<file path="config.mk">
export PLATFORM = sky130hd
export DESIGN_NAME = utr_sums
export DESIGN_NICKNAME = d
export VERILOG_FILES = /design/src/rtl/utr_pkg.sv /design/src/rtl/utr_sums.sv
export SDC_FILE = /design/constraint.sdc
export NUM_CORES = 2
export LEC_CHECK = 0
export BUFFER_PORTS_ARGS = -buffer_cell sky130_fd_sc_hd__buf_2
export CAP_MARGIN = 25
export CELL_PAD_IN_SITES_DETAIL_PLACEMENT = 0
export CELL_PAD_IN_SITES_GLOBAL_PLACEMENT = 1
export CORE_UTILIZATION = 40
export DETAILED_ROUTE_END_ITERATION = 8
export PLACE_DENSITY_LB_ADDON = 0.1
export SYNTH_ARGS = -nofsm -noshare
export SYNTH_HDL_FRONTEND = slang
export SYNTH_SLANG_ARGS = --single-unit
</file>
<file path="constraint.sdc">
create_clock -name clk_i -period 18.4 [get_ports clk_i]
set_input_delay 0 -clock clk_i [delete_from_list [all_inputs] [get_ports clk_i]]
set_output_delay 0 -clock clk_i [all_outputs]
set_load 0.01 [all_outputs]
</file>
<file path="src/rtl/utr_pkg.sv">
// Shared types and constants for the usage trend regression block.
package utr_pkg;

  typedef enum logic [1:0] {
    OP_MUL,
    OP_DIV,
    OP_SADD
  } arith_op_e;

  typedef struct packed {
    logic      start;
    arith_op_e op;
    logic      a_neg;
    logic      b_neg;
  } arith_ctl_t;

  typedef struct packed {
    logic done;
    logic res_neg;
  } arith_sts_t;

  typedef struct packed {
    logic clear;
    logic start;
  } sums_ctl_t;

  localparam logic [1:0]  STATUS_ACCEPTED = 2'd0;
  localparam logic [1:0]  STATUS_REJECTED = 2'd1;
  localparam logic [1:0]  STATUS_CLEARED  = 2'd2;

  localparam logic [16:0] R2_ONE       = 17'd65536;
  localparam logic [39:0] SLOPE_EPS_INV = 40'd1000000000000;

  localparam int IN_DATA_W  = 128;
  localparam int OUT_DATA_W = 216;

endpackage

</file>
<file path="src/rtl/utr_sums.sv">
// Running sums of time, usage and their products, updated with one 32x32 multiplier.
module utr_sums #(
  parameter int NB  = 9,
  parameter int SW1 = 40,
  parameter int SW2 = 72
) (
  input  logic                clk_i,
  input  logic                rst_ni,
  input  utr_pkg::sums_ctl_t  ctl_i,
  input  logic [31:0]         t_i,
  input  logic [31:0]         u_i,
  input  logic [31:0]         cap_i,
  output logic                done_o,
  output logic [NB-1:0]       count_o,
  output logic [SW1-1:0]      st_o,
  output logic [SW1-1:0]      su_o,
  output logic [SW2-1:0]      stt_o,
  output logic [SW2-1:0]      stu_o,
  output logic [SW2-1:0]      suu_o,
  output logic [31:0]         cap_o
);
  import utr_pkg::*;

  typedef enum logic [1:0] {
    PH_TT,
    PH_TU,
    PH_UU,
    PH_LAST
  } phase_e;

  phase_e        phase_q;
  logic          busy_q;
  logic          done_q;
  logic [NB-1:0] count_q;
  logic [SW1-1:0] st_q, su_q;
  logic [SW2-1:0] stt_q, stu_q, suu_q;
  logic [31:0]   cap_q, t_q, u_q, ma, mb;
  logic [63:0]   prod_q;

  always_comb begin
    ma = t_q;
    mb = u_q;
    case (phase_q)
      PH_TT:   mb = t_q;
      PH_UU:   ma = u_q;
      default: ;
    endcase
  end

  always_ff @(posedge clk_i or negedge rst_ni) begin
    if (!rst_ni) begin
      phase_q <= PH_TT;
      busy_q  <= 1'b0;
      done_q  <= 1'b0;
      count_q <= '0;
      st_q    <= '0;
      su_q    <= '0;
      stt_q   <= '0;
      stu_q   <= '0;
      suu_q   <= '0;
      cap_q   <= '0;
    end else begin
      done_q <= 1'b0;
      prod_q <= {32'd0, ma} * {32'd0, mb};
      if (ctl_i.clear) begin
        busy_q  <= 1'b0;
        count_q <= '0;
        st_q    <= '0;
        su_q    <= '0;
        stt_q   <= '0;
        stu_q   <= '0;
        suu_q   <= '0;
        cap_q   <= '0;
      end else if (ctl_i.start) begin
        t_q     <= t_i;
        u_q     <= u_i;
        cap_q   <= cap_i;
        st_q    <= st_q + SW1'(t_i);
        su_q    <= su_q + SW1'(u_i);
        count_q <= count_q + NB'(1);
        phase_q <= PH_TT;
        busy_q  <= 1'b1;
      end else if (busy_q) begin
        unique case (phase_q)
          PH_TT: phase_q <= PH_TU;
          PH_TU: begin
            stt_q   <= stt_q + SW2'(prod_q);
            phase_q <= PH_UU;
          end
          PH_UU: begin
            stu_q   <= stu_q + SW2'(prod_q);
            phase_q <= PH_LAST;
          end
          default: begin
            suu_q  <= suu_q + SW2'(prod_q);
            busy_q <= 1'b0;
            done_q <= 1'b1;
          end
        endcase
      end
    end
  end

  assign done_o  = done_q;
  assign count_o = count_q;
  assign st_o    = st_q;
  assign su_o    = su_q;
  assign stt_o   = stt_q;
  assign stu_o   = stu_q;
  assign suu_o   = suu_q;
  assign cap_o   = cap_q;

endmodule

</file>
# --- Word level (Yosys, flattened, before mapping) ---
# Index checks and enable logic that the tools add are counted.
op_classes:
  n_addsub: 6
  mul: 1
  eq_ne: 4
  n_mux: 33
  bitwise: 1
  reduce_logical: 13
op_table:
  columns: ["operator", "count"]
  rows:
  - ["$mux W72", 12]
  - ["$add A72 B64 Y72", 3]
  - ["$mux W40", 4]
  - ["$mux W32", 4]
  - ["$add A40 B32 Y40", 2]
  - ["$mul A32 B32 Y64", 1]
  - ["$mux W9", 2]
  - ["$reduce_and A3 Y1", 5]
  - ["$reduce_bool A2 Y1", 5]
  - ["$add A9 B1 Y9 const B", 1]
  - ["$mux W1", 8]
  - ["$pmux W2 S3", 1]
  - ["$mux W2", 2]
  - ["$ne A2 B1 Y1 const B", 2]
  - ["$reduce_bool A4 Y1", 1]
  - ["$reduce_or A3 Y1", 1]
  - ["$eq A2 B1 Y1 const B", 1]
  - ["$eq A2 B2 Y1 const B", 1]
  - ["$logic_not A2 Y1", 1]
  - ["$not A1 Y1", 1]
totals:
  register_bits: 469
  in_bits: 100
  out_inout_bits: 338
  word_cells: 71

# --- Longest topological paths before layout ---
depth:
  ltp_word: 6
  depth_mapped: 36
  ltp_nobuf: 31

# --- Worst setup path after synthesis ---
# Ideal clock, no wire load.
synth_timing:
  path_kind: "reg2reg"
  start: "reg phase_q[0]"
  end: "reg prod_q[62], data pin"
  setup_ns: 0.258
  t_arrival_ns: 8.916
  required_ns: 18.142
  path_slack_ns: 9.226
  stages_incl_launch_ff: 33
  n_path_buf: 5
  synth_period_minus_slack_ns: 9.174
  path_cell_list: "dfrtp_1 inv_1 ha_1 clkbuf_1 buf_1 buf_1 mux2i_1 clkbuf_1 nor2_1 fa_1 fa_1 fa_1 inv_1 fa_1 inv_1 fa_1 fa_1 fa_1 inv_1 fa_1 inv_1 ha_1 clkbuf_1 a21o_1 o21bai_1 a311oi_1 o211a_1 o31ai_2 a221o_1 and3_1 nor4_2 o221a_2 xnor2_1"
synth_between:
  elab_chain_cells: 3
  word_cells_on_any_way: 5
  classes_between: "mul: 1; eq/ne: 1; mux: 2; reduce/logical: 1"
synth_lines:
  columns: ["element", "line", "source"]
  rows:
  - ["start: declaration", "utr_sums.sv:31", "phase_e phase_q;"]
  - ["start signal: assignment", "utr_sums.sv:52", "phase_q <= PH_TT;"]
  - ["start signal: assignment", "utr_sums.sv:81", "phase_q <= PH_TT;"]
  - ["start signal: assignment", "utr_sums.sv:85", "PH_TT: phase_q <= PH_TU;"]
  - ["$eq A2 B2 Y1 or $logic_not A2 Y1 (tied branches)", "utr_sums.sv:43", "case (phase_q)"]
  - ["$mux W32", "utr_sums.sv:43", null]
  - ["$mul A32 B32 Y64 (*)", "utr_sums.sv:64", "prod_q <= {32'd0, ma} * {32'd0, mb};"]
  - ["end signal: assignment", "utr_sums.sv:64", null]
  - ["end: declaration", "utr_sums.sv:38", "logic [63:0] prod_q;"]
# Mark *: on every way between the ends. The rest lies on a longest branch, timed or not.
# A chain may end at the register's enable or synchronous reset.

# --- Worst setup path after layout ---
# Ends and elaborated chain as after synthesis.

==> metrics.md <==
| Metric | Value |
|---|---|
| Vias in the first global route | 55100 |
| Min Clock Period, post-route | 10.38 ns |
| EDFF count, synth | 128 |
| Kind of critical path | flip-flop to flip-flop |
| First-pass GRT wire length | 366000 µm |
| ANT nets after route | 0 |
| Synthesized cell area | 0.0645 mm² |
| R2r setup slk | 8.02 ns |
| Initial Util | 40.5% |
| Syn Inst Count | 7254 |
| Outcome | finished, final reports clean |
| # setup viols final | 0 |
| Area share of the largest cell type after synthesis | 28.0% |
| Largest cells by area after synthesis | fa_1 (28%), dfrtp_1 (13%), ha_1 (10%), edfxtp_1 (6.0%), inv_1 (5.5%) |
| Tightest Pin Transition | 0.971 ns |
| Max Freq | 96.3 MHz |
| Syn_nets | 8779 |
| Post-CTS Setup Bufs | 0 |
| Final hold violations | 0 |
| Area leader, netlist | fa_1 |
| Pre-antenna DRT Iters | 5 |
| CP max stage cell | buf_4 |
| Layout area overhead | 12.0% |
| Yosys warns | 0 |
| Fill cells | 15800 |
| RSZ-0062 raised after global routing | no |
| Largest net degree at the start of global routing | 80 |
| Worst-path clk slew | 0.06 ns |
| Worst path max stage delay | 0.69 ns |
| Slew margin rel. | 33.4% |
| Final worst path period share | 56.4% |
| Slew Limit Fails | 0 |
| Max cap viols | 0 |
| Synthesized flop and latch total | 469 |
| Sequential area share after synthesis | 19.2% |
| Worst clock skew | 0.0175 ns |
| Initial antenna violation count | 9 |
| Setup slack at placement | 8.12 ns |
| Core Rows | 146 |
| DR iter-0 viols | 4168 |
| Hold_ws | 0.0994 ns |
| Placer Congestion | 0.952 |
| Vias after detailed routing | 54000 |
| Worst setup SP type | flip-flop |
| Worst min path class | input port to flip-flop |
| Crit. End Element | flip-flop |
| Setup TNS Final | 0 ns |
| Count of cell types in the netlist | 95 |
| Syn_area_per_cell | 8.89 µm² |
| Vias per cell | 5.50 |
| Worst EP required | 18.79 ns |
| # H-tree levels | 2 |
| Total GRT Usage | 30.3% |
| TritonCTS Buffers | 56 |
| Cell mode on critical path | fa_1 |
| Share of post-route cells with drive strength above 1 | 10.7% |
| Routed WL per cell | 25.1 µm |
| Largest fanout on the critical path | 40 |
| Cell area after layout | 0.0722 mm² |
| Die area | 0.163 mm² |
| Total clock sinks | 469 |
| I/O pins | 438 |
| WP data arrival | 10.77 ns |
| DR DRC count | 0 |
| Port Buffer Count | 437 |
| Final HPWL DP | 194000 µm |
| Grt ovf | 0 |
| Skew-Pair Late Insertion Delay | 0.66 ns |
| Dpl cell area | 0.0691 mm² |
| Post-synth ARST share | 72.7% |
| Core area | 0.159 mm² |
| DRT Wirelength | 246000 µm |
| Die height | 403 µm |
| Final worst setup slack | 8.02 ns |
| Ys flop type | dfrtp_1 |
| Max Buffers Root-to-Sink | 3 |
| TritonCTS clock tree | built |
| Nets | 9144 |
| Most common cell after layout, fill and taps aside | inv_1 |
| Die Wd | 403 µm |
| CTS root buf | clkbuf_16 |
| Commonest non-fill, non-tap cells in the layout | inv_1 (941), nor2_1 (922), fa_1 (901) |
per-stage QoR:
stage / cells / utilization, %
global placement: 9593 / 43.5
global route: 9812 / 45.4
floorplan: 7254 / -
finish: 9813 / 45.4
CTS: 9810 / 45.4
detailed placement: 9593 / 43.5
registers in the layout (all words and copies together), names as in the netlist:
signal,count
prod_q,64
t_q,32
busy_q,1
stt_o,72
su_o,40
phase_q,2
count_o,9
u_q,32
suu_o,72
cap_o,32
done_o,1
st_o,40
stu_o,72
path summary, 6_finish.rpt:
kind | to | start | cells past startpoint
min reg2reg | stt_o[55] | stt_o[55] | 2
max in group asynchronous | su_o[5] | rst_ni | 6
min | u_q[9] | u_i[9] | 2
max reg2reg | prod_q[62] | phase_q[0] | 29
max | prod_q[62] | phase_q[0] | 29
min in group asynchronous | stu_o[19] | rst_ni | 4
metal layers:
layer | track usage, % | share of wire [%]
met5 | 0 | 0.018
met3 | 5.02 | 6.9
met4 | 9.93 | 3.9
met1 | 41.8 | 44
met2 | 48.1 | 45
cells in the mapped netlist (21+ instances only):
cell type,number
a31oi_1,46
nor2_1,922
nand4_1,85
o21bai_1,53
o21ai_0,371
fa_1,901
mux2i_1,137
o21ai_1,24
mux2_2,66
dfrtp_1,341
xor2_1,140
o21a_1,27
inv_1,941
ha_1,524
and3_1,45
a21o_1,212
nor3_1,48
clkbuf_1,313
and2_1,24
nor2b_1,45
a21oi_1,386
or3_1,29
xnor2_1,183
nand3_1,76
nand2_1,847
nand2b_1,42
a211oi_1,41
a22o_1,21
edfxtp_1,128
cell families after synthesis:
group / Yosys count / synth area share, %
multiplexers: 203 / 3.28
XOR/XNOR: 323 / 4.39
flip-flops: 469 / 19.2
buffers and inverters: 1286 / 7.51
AO/OA/AOI/OAI: 1330 / 12.9
AND/OR/NAND/NOR: 2218 / 14.5
adder cells (fa/ha/maj): 1425 / 38.2
area by class of cell:
type / instances / area, µm² / share of cell area [%]
clock buffer: 74 / 1600 / 2.21
sequential: 469 / 12400 / 17.1
inverter: 942 / 3540 / 4.90
timing repair buffer: 651 / 4120 / 5.70
multi-input combinational: 5499 / 47600 / 65.9
tap: 2146 / 2690 / 3.72
clock inverter: 31 / 327 / 0.452
antenna: 1 / 2.50 / 0.00347
what timing repair did:
item | 4_1_cts | 5_1_grt
hold buffers | 112 | 1
gates resized for setup | 0 | 0
hold endpoints to repair | 374 | 1
worst max-delay path: cells and delay by family, from the launching register on:
family | cells | cell delay, ns
flops | 1 | 0.43
compound gates | 7 | 1.92
xor+xnor | 1 | 0.06
simple gates | 3 | 0.73
fa+ha+maj | 10 | 4.88
mux | 1 | 0.36
buf+inv | 7 | 1.65
Power is not shown: default switching activity piles up to over one toggle a cycle in this logic, so the estimate is an artifact.
