[src/rtl/utr_pkg.sv]
// Shared types and constants for the usage trend regression block.
package utr_pkg;

  typedef enum logic [1:0] {
    OP_MUL,
    OP_DIV,
    OP_SADD
  } arith_op_e;

  typedef struct packed {
    logic      start;
    arith_op_e op;
    logic      a_neg;
    logic      b_neg;
  } arith_ctl_t;

  typedef struct packed {
    logic done;
    logic res_neg;
  } arith_sts_t;

  typedef struct packed {
    logic clear;
    logic start;
  } sums_ctl_t;

  localparam logic [1:0]  STATUS_ACCEPTED = 2'd0;
  localparam logic [1:0]  STATUS_REJECTED = 2'd1;
  localparam logic [1:0]  STATUS_CLEARED  = 2'd2;

  localparam logic [16:0] R2_ONE       = 17'd65536;
  localparam logic [39:0] SLOPE_EPS_INV = 40'd1000000000000;

  localparam int IN_DATA_W  = 128;
  localparam int OUT_DATA_W = 216;

endpackage

[src/rtl/utr_arith.sv]
// Shared wide add/subtract unit run as bit-serial multiplier, divider and signed adder.
module utr_arith #(
  parameter int BW = 180
) (
  input  logic                 clk_i,
  input  logic                 rst_ni,
  input  utr_pkg::arith_ctl_t  ctl_i,
  input  logic [BW-1:0]        a_i,
  input  logic [BW-1:0]        b_i,
  output utr_pkg::arith_sts_t  sts_o,
  output logic [BW-1:0]        res_o
);
  import utr_pkg::*;

  localparam int CW = $clog2(BW + 1);

  typedef enum logic [1:0] {
    A_IDLE,
    A_RUN,
    A_SWAP
  } astate_e;

  astate_e     state_q;
  arith_op_e   op_q;
  logic        an_q, bn_q, neg_q, done_q;
  logic [BW-1:0] acc_q, x_q, y_q;
  logic [CW-1:0] cnt_q;
  logic [BW+1:0] p, q, sum;
  logic        sub, borrow;

  always_comb begin
    p   = '0;
    q   = '0;
    sub = 1'b0;
    case (op_q)
      OP_MUL: begin
        p = {1'b0, acc_q, 1'b0};
        q = y_q[BW-1] ? {2'b00, x_q} : '0;
      end
      OP_DIV: begin
        p   = {1'b0, acc_q, y_q[BW-1]};
        q   = {2'b00, x_q};
        sub = 1'b1;
      end
      default: begin
        if (state_q == A_SWAP) begin
          p   = {2'b00, y_q};
          q   = {2'b00, x_q};
          sub = 1'b1;
        end else begin
          p   = {2'b00, x_q};
          q   = {2'b00, y_q};
          sub = an_q != bn_q;
        end
      end
    endcase
    sum    = sub ? p - q : p + q;
    borrow = sum[BW+1];
  end

  always_ff @(posedge clk_i or negedge rst_ni) begin
    if (!rst_ni) begin
      state_q <= A_IDLE;
      done_q  <= 1'b0;
      op_q    <= OP_MUL;
    end else begin
      done_q <= 1'b0;
      unique case (state_q)
        A_IDLE: begin
          if (ctl_i.start) begin
            op_q  <= ctl_i.op;
            an_q  <= ctl_i.a_neg;
            bn_q  <= ctl_i.b_neg;
            cnt_q <= CW'(BW);
            acc_q <= '0;
            if (ctl_i.op == OP_DIV) begin
              x_q <= b_i;
              y_q <= a_i;
            end else begin
              x_q <= a_i;
              y_q <= b_i;
            end
            state_q <= A_RUN;
          end
        end
        A_RUN: begin
          case (op_q)
            OP_MUL: begin
              acc_q <= sum[BW-1:0];
              y_q   <= y_q << 1;
              cnt_q <= cnt_q - CW'(1);
              if (cnt_q == CW'(1)) begin
                done_q  <= 1'b1;
                state_q <= A_IDLE;
              end
            end
            OP_DIV: begin
              acc_q <= borrow ? p[BW-1:0] : sum[BW-1:0];
              y_q   <= {y_q[BW-2:0], ~borrow};
              cnt_q <= cnt_q - CW'(1);
              if (cnt_q == CW'(1)) begin
                done_q  <= 1'b1;
                state_q <= A_IDLE;
              end
            end
            default: begin
              if (sub && borrow) begin
                state_q <= A_SWAP;
              end else begin
                acc_q   <= sum[BW-1:0];
                neg_q   <= an_q;
                done_q  <= 1'b1;
                state_q <= A_IDLE;
              end
            end
          endcase
        end
        default: begin
          acc_q   <= sum[BW-1:0];
          neg_q   <= bn_q;
          done_q  <= 1'b1;
          state_q <= A_IDLE;
        end
      endcase
    end
  end

  assign res_o         = (op_q == OP_DIV) ? y_q : acc_q;
  assign sts_o.done    = done_q;
  assign sts_o.res_neg = neg_q && (acc_q != '0);

endmodule

[config.mk]
export PLATFORM = sky130hd
export DESIGN_NAME = utr_arith
export DESIGN_NICKNAME = d
export VERILOG_FILES = /design/src/rtl/utr_pkg.sv /design/src/rtl/utr_arith.sv
export SDC_FILE = /design/constraint.sdc
export NUM_CORES = 2
export LEC_CHECK = 0
export CORE_ASPECT_RATIO = 1.4
export CORE_MARGIN = 2
export CORE_UTILIZATION = 45
export DETAILED_ROUTE_END_ITERATION = 8
export DONT_BUFFER_PORTS = 1
export PLACE_DENSITY = 0.64
export SYNTH_ARGS = -nofsm -noshare
export SYNTH_HDL_FRONTEND = slang
export SYNTH_SLANG_ARGS = --single-unit
[constraint.sdc]
create_clock -name clk_i -period 27 [get_ports clk_i]
set_input_delay 4.05 -clock clk_i [delete_from_list [all_inputs] [get_ports clk_i]]
set_output_delay 4.05 -clock clk_i [all_outputs]
set_load 0.01 [all_outputs]
# == Yosys cells after proc, flatten, opt, wreduce, memory -nomap -nowiden ==
# Index checks and enable logic that the tools add are counted.
# word_totals
regBits,556
output_inout_bits,182
word_cells,76
# classes
n_addsub,3
n_eq_ne,13
mux,34
bitwise,2
n_reduce_logical,14
# op_table
op,n
180-bit 2-to-1 mux,10
180-bit one-hot mux with 2 select lines,5
181-bit one-hot mux with 2 select lines,1
182-bit adder,1
182-bit 2-to-1 mux,1
182-bit subtractor,1
180-bit nonzero test,1
8-bit 2-to-1 mux,2
8-bit one-hot mux with 2 select lines,1
4-bit AND reduction,3
"8-bit by 1-bit == test with 1-bit output, second input constant",1
2-bit 2-to-1 mux,4
"2-bit != test, second input constant",4
"8-bit by 1-bit subtractor with 8-bit output, second input constant",1
"2-bit by 1-bit == test with 1-bit output, second input constant",3
1-bit 2-to-1 mux,6
"3-bit != test, second input constant",2
1-bit one-hot mux with 2 select lines,3
3-bit AND reduction,2
2-bit zero test,2
"4-bit != test, second input constant",1
2-bit one-hot mux with 2 select lines,1
2-bit AND reduction,2
"2-bit == test, second input constant",1
5 further kinds,7

# == Depth between registers and ports, before layout ==
# depth
ltp_word,9
depth_mapped,45
mapped_depth_nobuf,27

# == Worst setup path before layout ==
# Ideal clock, no wire load.
# synth_path
path_type,input to register
from,input port ctl_i[4] (netlist bit)
to,"register cnt_q[0], enable pin"
setup_ns,1.005
arrival_ns,17.685
slack_ns,8.311
cell_stages,2
path_cell_list,mux2i_1 -> nor3b_1
# synth_between
elab_chain_len,2
# synth_rtl
item,line_no,text
"start, declared",utr_arith.sv:7,"input utr_pkg::arith_ctl_t ctl_i,"
2-bit != test (no source line),--,
4-bit AND reduction (no source line),--,
"end signal, assigned",utr_arith.sv:74,cnt_q <= CW'(BW);
"end signal, assigned",utr_arith.sv:91,cnt_q <= cnt_q - CW'(1);
"end signal, assigned",utr_arith.sv:100,cnt_q <= cnt_q - CW'(1);
"end, declared",utr_arith.sv:27,logic [CW-1:0] cnt_q;
# No other way between the ends.
# A chain may end at the register's enable or synchronous reset.

# == Final worst setup path ==
# layout_path
from,register state_q[1]
to,"register acc_q[39], data pin"
# layout_between
elab_chain_len,8
# layout_rtl
item,line_no,text
"start, declared",utr_arith.sv:23,astate_e state_q;
"start signal, assigned",utr_arith.sv:63,state_q <= A_IDLE;
"start signal, assigned",utr_arith.sv:83,state_q <= A_RUN;
"start signal, assigned",utr_arith.sv:94,state_q <= A_IDLE;
2-bit == test,utr_arith.sv:46,if (state_q == A_SWAP) begin
180-bit 2-to-1 mux,utr_arith.sv:46,
181-bit one-hot mux with 2 select lines / 180-bit one-hot mux with 2 select lines (equally long branches),utr_arith.sv:35,case (op_q)
182-bit adder / 182-bit subtractor (equally long branches),utr_arith.sv:57,sum = sub ? p - q : p + q;
182-bit 2-to-1 mux,utr_arith.sv:57,
180-bit 2-to-1 mux (on tied branches),"utr_arith.sv:107, utr_arith.sv:98",
180-bit one-hot mux with 2 select lines,utr_arith.sv:87,case (op_q)
180-bit one-hot mux with 2 select lines *,utr_arith.sv:68,unique case (state_q)
"end signal, assigned",utr_arith.sv:89,acc_q <= sum[BW-1:0];
"end signal, assigned",utr_arith.sv:98,acc_q <= borrow ? p[BW-1:0] : sum[BW-1:0];
"end signal, assigned",utr_arith.sv:110,acc_q <= sum[BW-1:0];
"end, declared",utr_arith.sv:26,"logic [BW-1:0] acc_q, x_q, y_q;"
# Every way passes the cells marked *; elsewhere a longest branch is shown, timed or not. The select of a mux whose other input is x is not followed.

==> metrics.md <==
| Metric | Value |
|---|---|
| Status | finished with violations |
| Failing checks | capacitance limit, slew limit |
| Die Ht | 410 microns |
| CP endpoint kind | register |
| Hold Path End | cnt_q[6] |
| Fmax | approximately 0.076 GHz |
| Final setup viols | 0 |
| Longest Clk Path Bufs | 3 |
| H-tree levels | 3 |
| Post-DRT Antenna Nets | 0 |
| Layout Skew | around 0.043 ns |
| Total negative slack | 0 ns |
| Post-synthesis sequential area ratio | 31.5% |
| Vias in the first global route | approximately 53000 |
| Max Cap Violations | 1 |
| Mapped Area | 52900 sq um |
| DR WL/cell | 30.2 microns |
| Syn Nets | 7978 |
| Chip width | 294 microns |
| Post-synth EDFFs | 551 |
| Row cnt | roughly 150 |
| Synth Instances | 7424 |
| RSZ-0062 raised after global routing | false |
| Top_reg_cell synth | edfxtp_1 |
| Clock Latency Late Sink | 0.75 ns |
| Hold Crit Start | cnt_q[6] |
| Final GP Congestion | between 1 and 1.5 |
| Minimum clock period | 13.15 ns |
| Worst setup path class | register to register |
| Initial antenna violation count | 32 |
| Total GRT Usage | 42.3% |
| CTS root buf | clkbuf_16 |
| FF-to-FF End | acc_q[39] |
| Highest metal used | met5 |
| Tcrit/Tclk final | 48.7% |
| Data required, critical path | 27.58 ns |
| Cts repair resizes | 0 |
| Count of different cell masters after synthesis | 90 |
| Core area | 116000 sq um |
| Routed wl met2 | ~120 mm |
| Port bufs | 0 |
| Post-Route WL | roughly 260 mm |
| Drt pass-1 iters | 8 |
| Fin area | 55900 sq um |
| Multi-input gate area | 34000 sq um |
| Number of synthesized register bits | approximately 560 |
| Worst slew pin tran | 1.49 ns |
| Hold Path Class | register to register |
| Post-synthesis async set-or-reset flop share | less than 1% |
| Initial DRC count | 6300 |
| Max_slew headroom | -0.436% |
| CP Max Fanout | 70 |
| Clock buffer count from CTS | 67 |
| Hold Path Stages | 2 |
| CP Data Arrival Time | 13.74 ns |
| Gr ovfl total | 0 |
| Final core area utilization | 48.0% |
| Top post-synthesis cells by area | edfxtp_1, nand2_1, a31oi_1, nor2_1, a21oi_1 |
| Met1 wire length | 91.3 mm |
| Clk slew on worst S/H paths | 0.06 ns |
| Synthesis-to-layout area growth | 5.59% |
| CP Launch Type | register |
| Dpl hpwl | 203 mm |
| Reg area | 16700 sq um |
| Detail Route met3 WL | 25.7 mm |
| Worst R2R Setup Slack | approximately 14 ns |
| Remaining DRCs | 0 |
| Via count | 56619 |
| # Post-CTS Setup Buffers | 0 |
| Post-synth top area share | roughly 31% |
| Initial Utilization | 45.4% |
| Total number of yosys warnings | 0 |
| Final Max Tran Viols | 1 |
| Top Ports | 549 |
| R2R cell count | 26 |
| Die Area | 120000 sq um |
| Synth area leader | edfxtp_1 |
| Worst r2r src | state_q[1] |
| Clock Sinks | 556 |
| Most numerous cell in the Yosys netlist | nand2_1 |
| DP Area | 53600 sq um |
| Via/cell ratio | 6.54 |
| Worst slack at placement | between 10 and 15 ns |
| Fillers | 11795 |
| PnR worst setup slack | around 14 ns |
| Most instantiated cells after synthesis | nand2_1, nor2_1, edfxtp_1 |
| Hold buffer count at CTS | 0 |
| Global-route wire length before repair | 372 mm |
| Nets | between 7000 and 8000 |
| Post-Syn Area per Cell | 7.13 sq um |
| Share of cells above drive strength 1 | approximately 4.3% |
| Hold Violations, Final | 0 |
| Clock tree from TritonCTS | built |
| Largest net degree at the start of global routing | 182 |
[sequential cells by signal (all words and copies together), names as in the netlist]
register  flops
op_q          2
an_q          1
done_q        1
neg_q         1
x_q         180
cnt_q         8
y_q         180
acc_q       180
state_q       2
bn_q          1
[final cells by class]
cell class	instances	area share [%]
repair buffers	92	1.30
clock buffers	76	3.06
flip-flops and latches	556	29.8
well taps	1500	3.36
multi-input cells	6263	60.8
inverters	87	0.589
diodes	40	0.179
clock inverters	43	0.831
[stage by stage]
step	std cells	hold slack (ns)
6_report	8657	0.639
5_1_grt	8649	0.675
3_3_place_gp	8498	0.615
3_5_place_dp	8498	0.635
4_1_cts	8617	0.645
2_1_floorplan	7424	0.531
[kinds of logic (layout without fill, tap and decap cells)]
family	count (synthesis)	after routing	share of synthesized area (%)
buffers and inverters	605	298	4.52
other	0	40	0
AOI/OAI and AO/OA	1883	1883	21.8
DFF	556	556	31.5
adders and majority gates	187	187	4.44
muxes	137	137	2.70
xor gates and xnor gates	347	347	5.74
and+or+nand+nor	3709	3709	29.3
[worst max-delay path by stage]
stage	start	endpoint	slack, ns
after floorplan	ctl_i[4]	cnt_q[0]	8.31
after global placement	state_q[1]	acc_q[39]	14.52
after detailed placement	state_q[1]	acc_q[39]	14.35
after CTS	state_q[1]	acc_q[39]	14.30
after global routing	state_q[1]	acc_q[72]	13.59
final	state_q[1]	acc_q[39]	13.85
[routing by layer]
layer	up-vias	global-route usage [%]
met5	-	0
met4	14	37.7
met3	913	12.5
met2	3195	66.3
met1	26863	46.1
li1	25634	-
[critical path, cell delays in order (launching register included)]
cell,delay [ns]
dfrtp_1,0.85
nor2b_4,0.28
buf_4,0.54
buf_4,0.67
buf_4,0.67
mux2_2,0.40
a22oi_1,0.59
nand3b_1,0.20
nor4_1,1.25
nand3_1,0.18
or4_1,0.63
nor2_2,0.58
and2_1,0.32
a21oi_1,0.11
xor2_1,0.18
ha_1,0.42
a21oi_1,0.22
o21ai_0,0.19
a21oi_1,0.20
o21bai_1,0.10
a221oi_1,0.53
o211ai_1,0.19
a21oi_1,0.71
and3_4,0.99
buf_4,0.71
buf_4,0.71
a22o_1,0.26
[cells in the final DEF, fill, tap and decap left out, types with 24 or more instances in the layout]
| master | netlist | final |
|---|---|---|
| nand3_1 | 65 | 65 |
| a22oi_1 | 41 | 41 |
| nand2b_1 | 30 | 27 |
| nand4_1 | 139 | 139 |
| nor3_1 | 94 | 94 |
| buf_4 | 13 | 89 |
| a21o_1 | 95 | 95 |
| mux2_2 | 42 | 42 |
| nor2b_1 | 26 | 24 |
| mux2i_1 | 93 | 93 |
| ha_1 | 186 | 186 |
| inv_1 | 86 | 86 |
| o2bb2ai_1 | 31 | 31 |
| or2_2 | 26 | 25 |
| nand2_1 | 2411 | 2409 |
| a22o_1 | 38 | 38 |
| a21oi_1 | 486 | 486 |
| xor2_1 | 157 | 157 |
| nor2_1 | 674 | 671 |
| o21bai_1 | 50 | 50 |
| xnor2_1 | 190 | 190 |
| nor4_1 | 80 | 77 |
| or3_1 | 40 | 40 |
| o31ai_1 | 41 | 41 |
| o21ai_0 | 462 | 462 |
| edfxtp_1 | 551 | 551 |
| diode_2 | 0 | 40 |
| a31oi_1 | 411 | 411 |
| o21a_1 | 35 | 35 |
| clkbuf_16 | 0 | 67 |
Power is not shown: default switching activity piles up to over one toggle a cycle in this logic, so the estimate is an artifact.
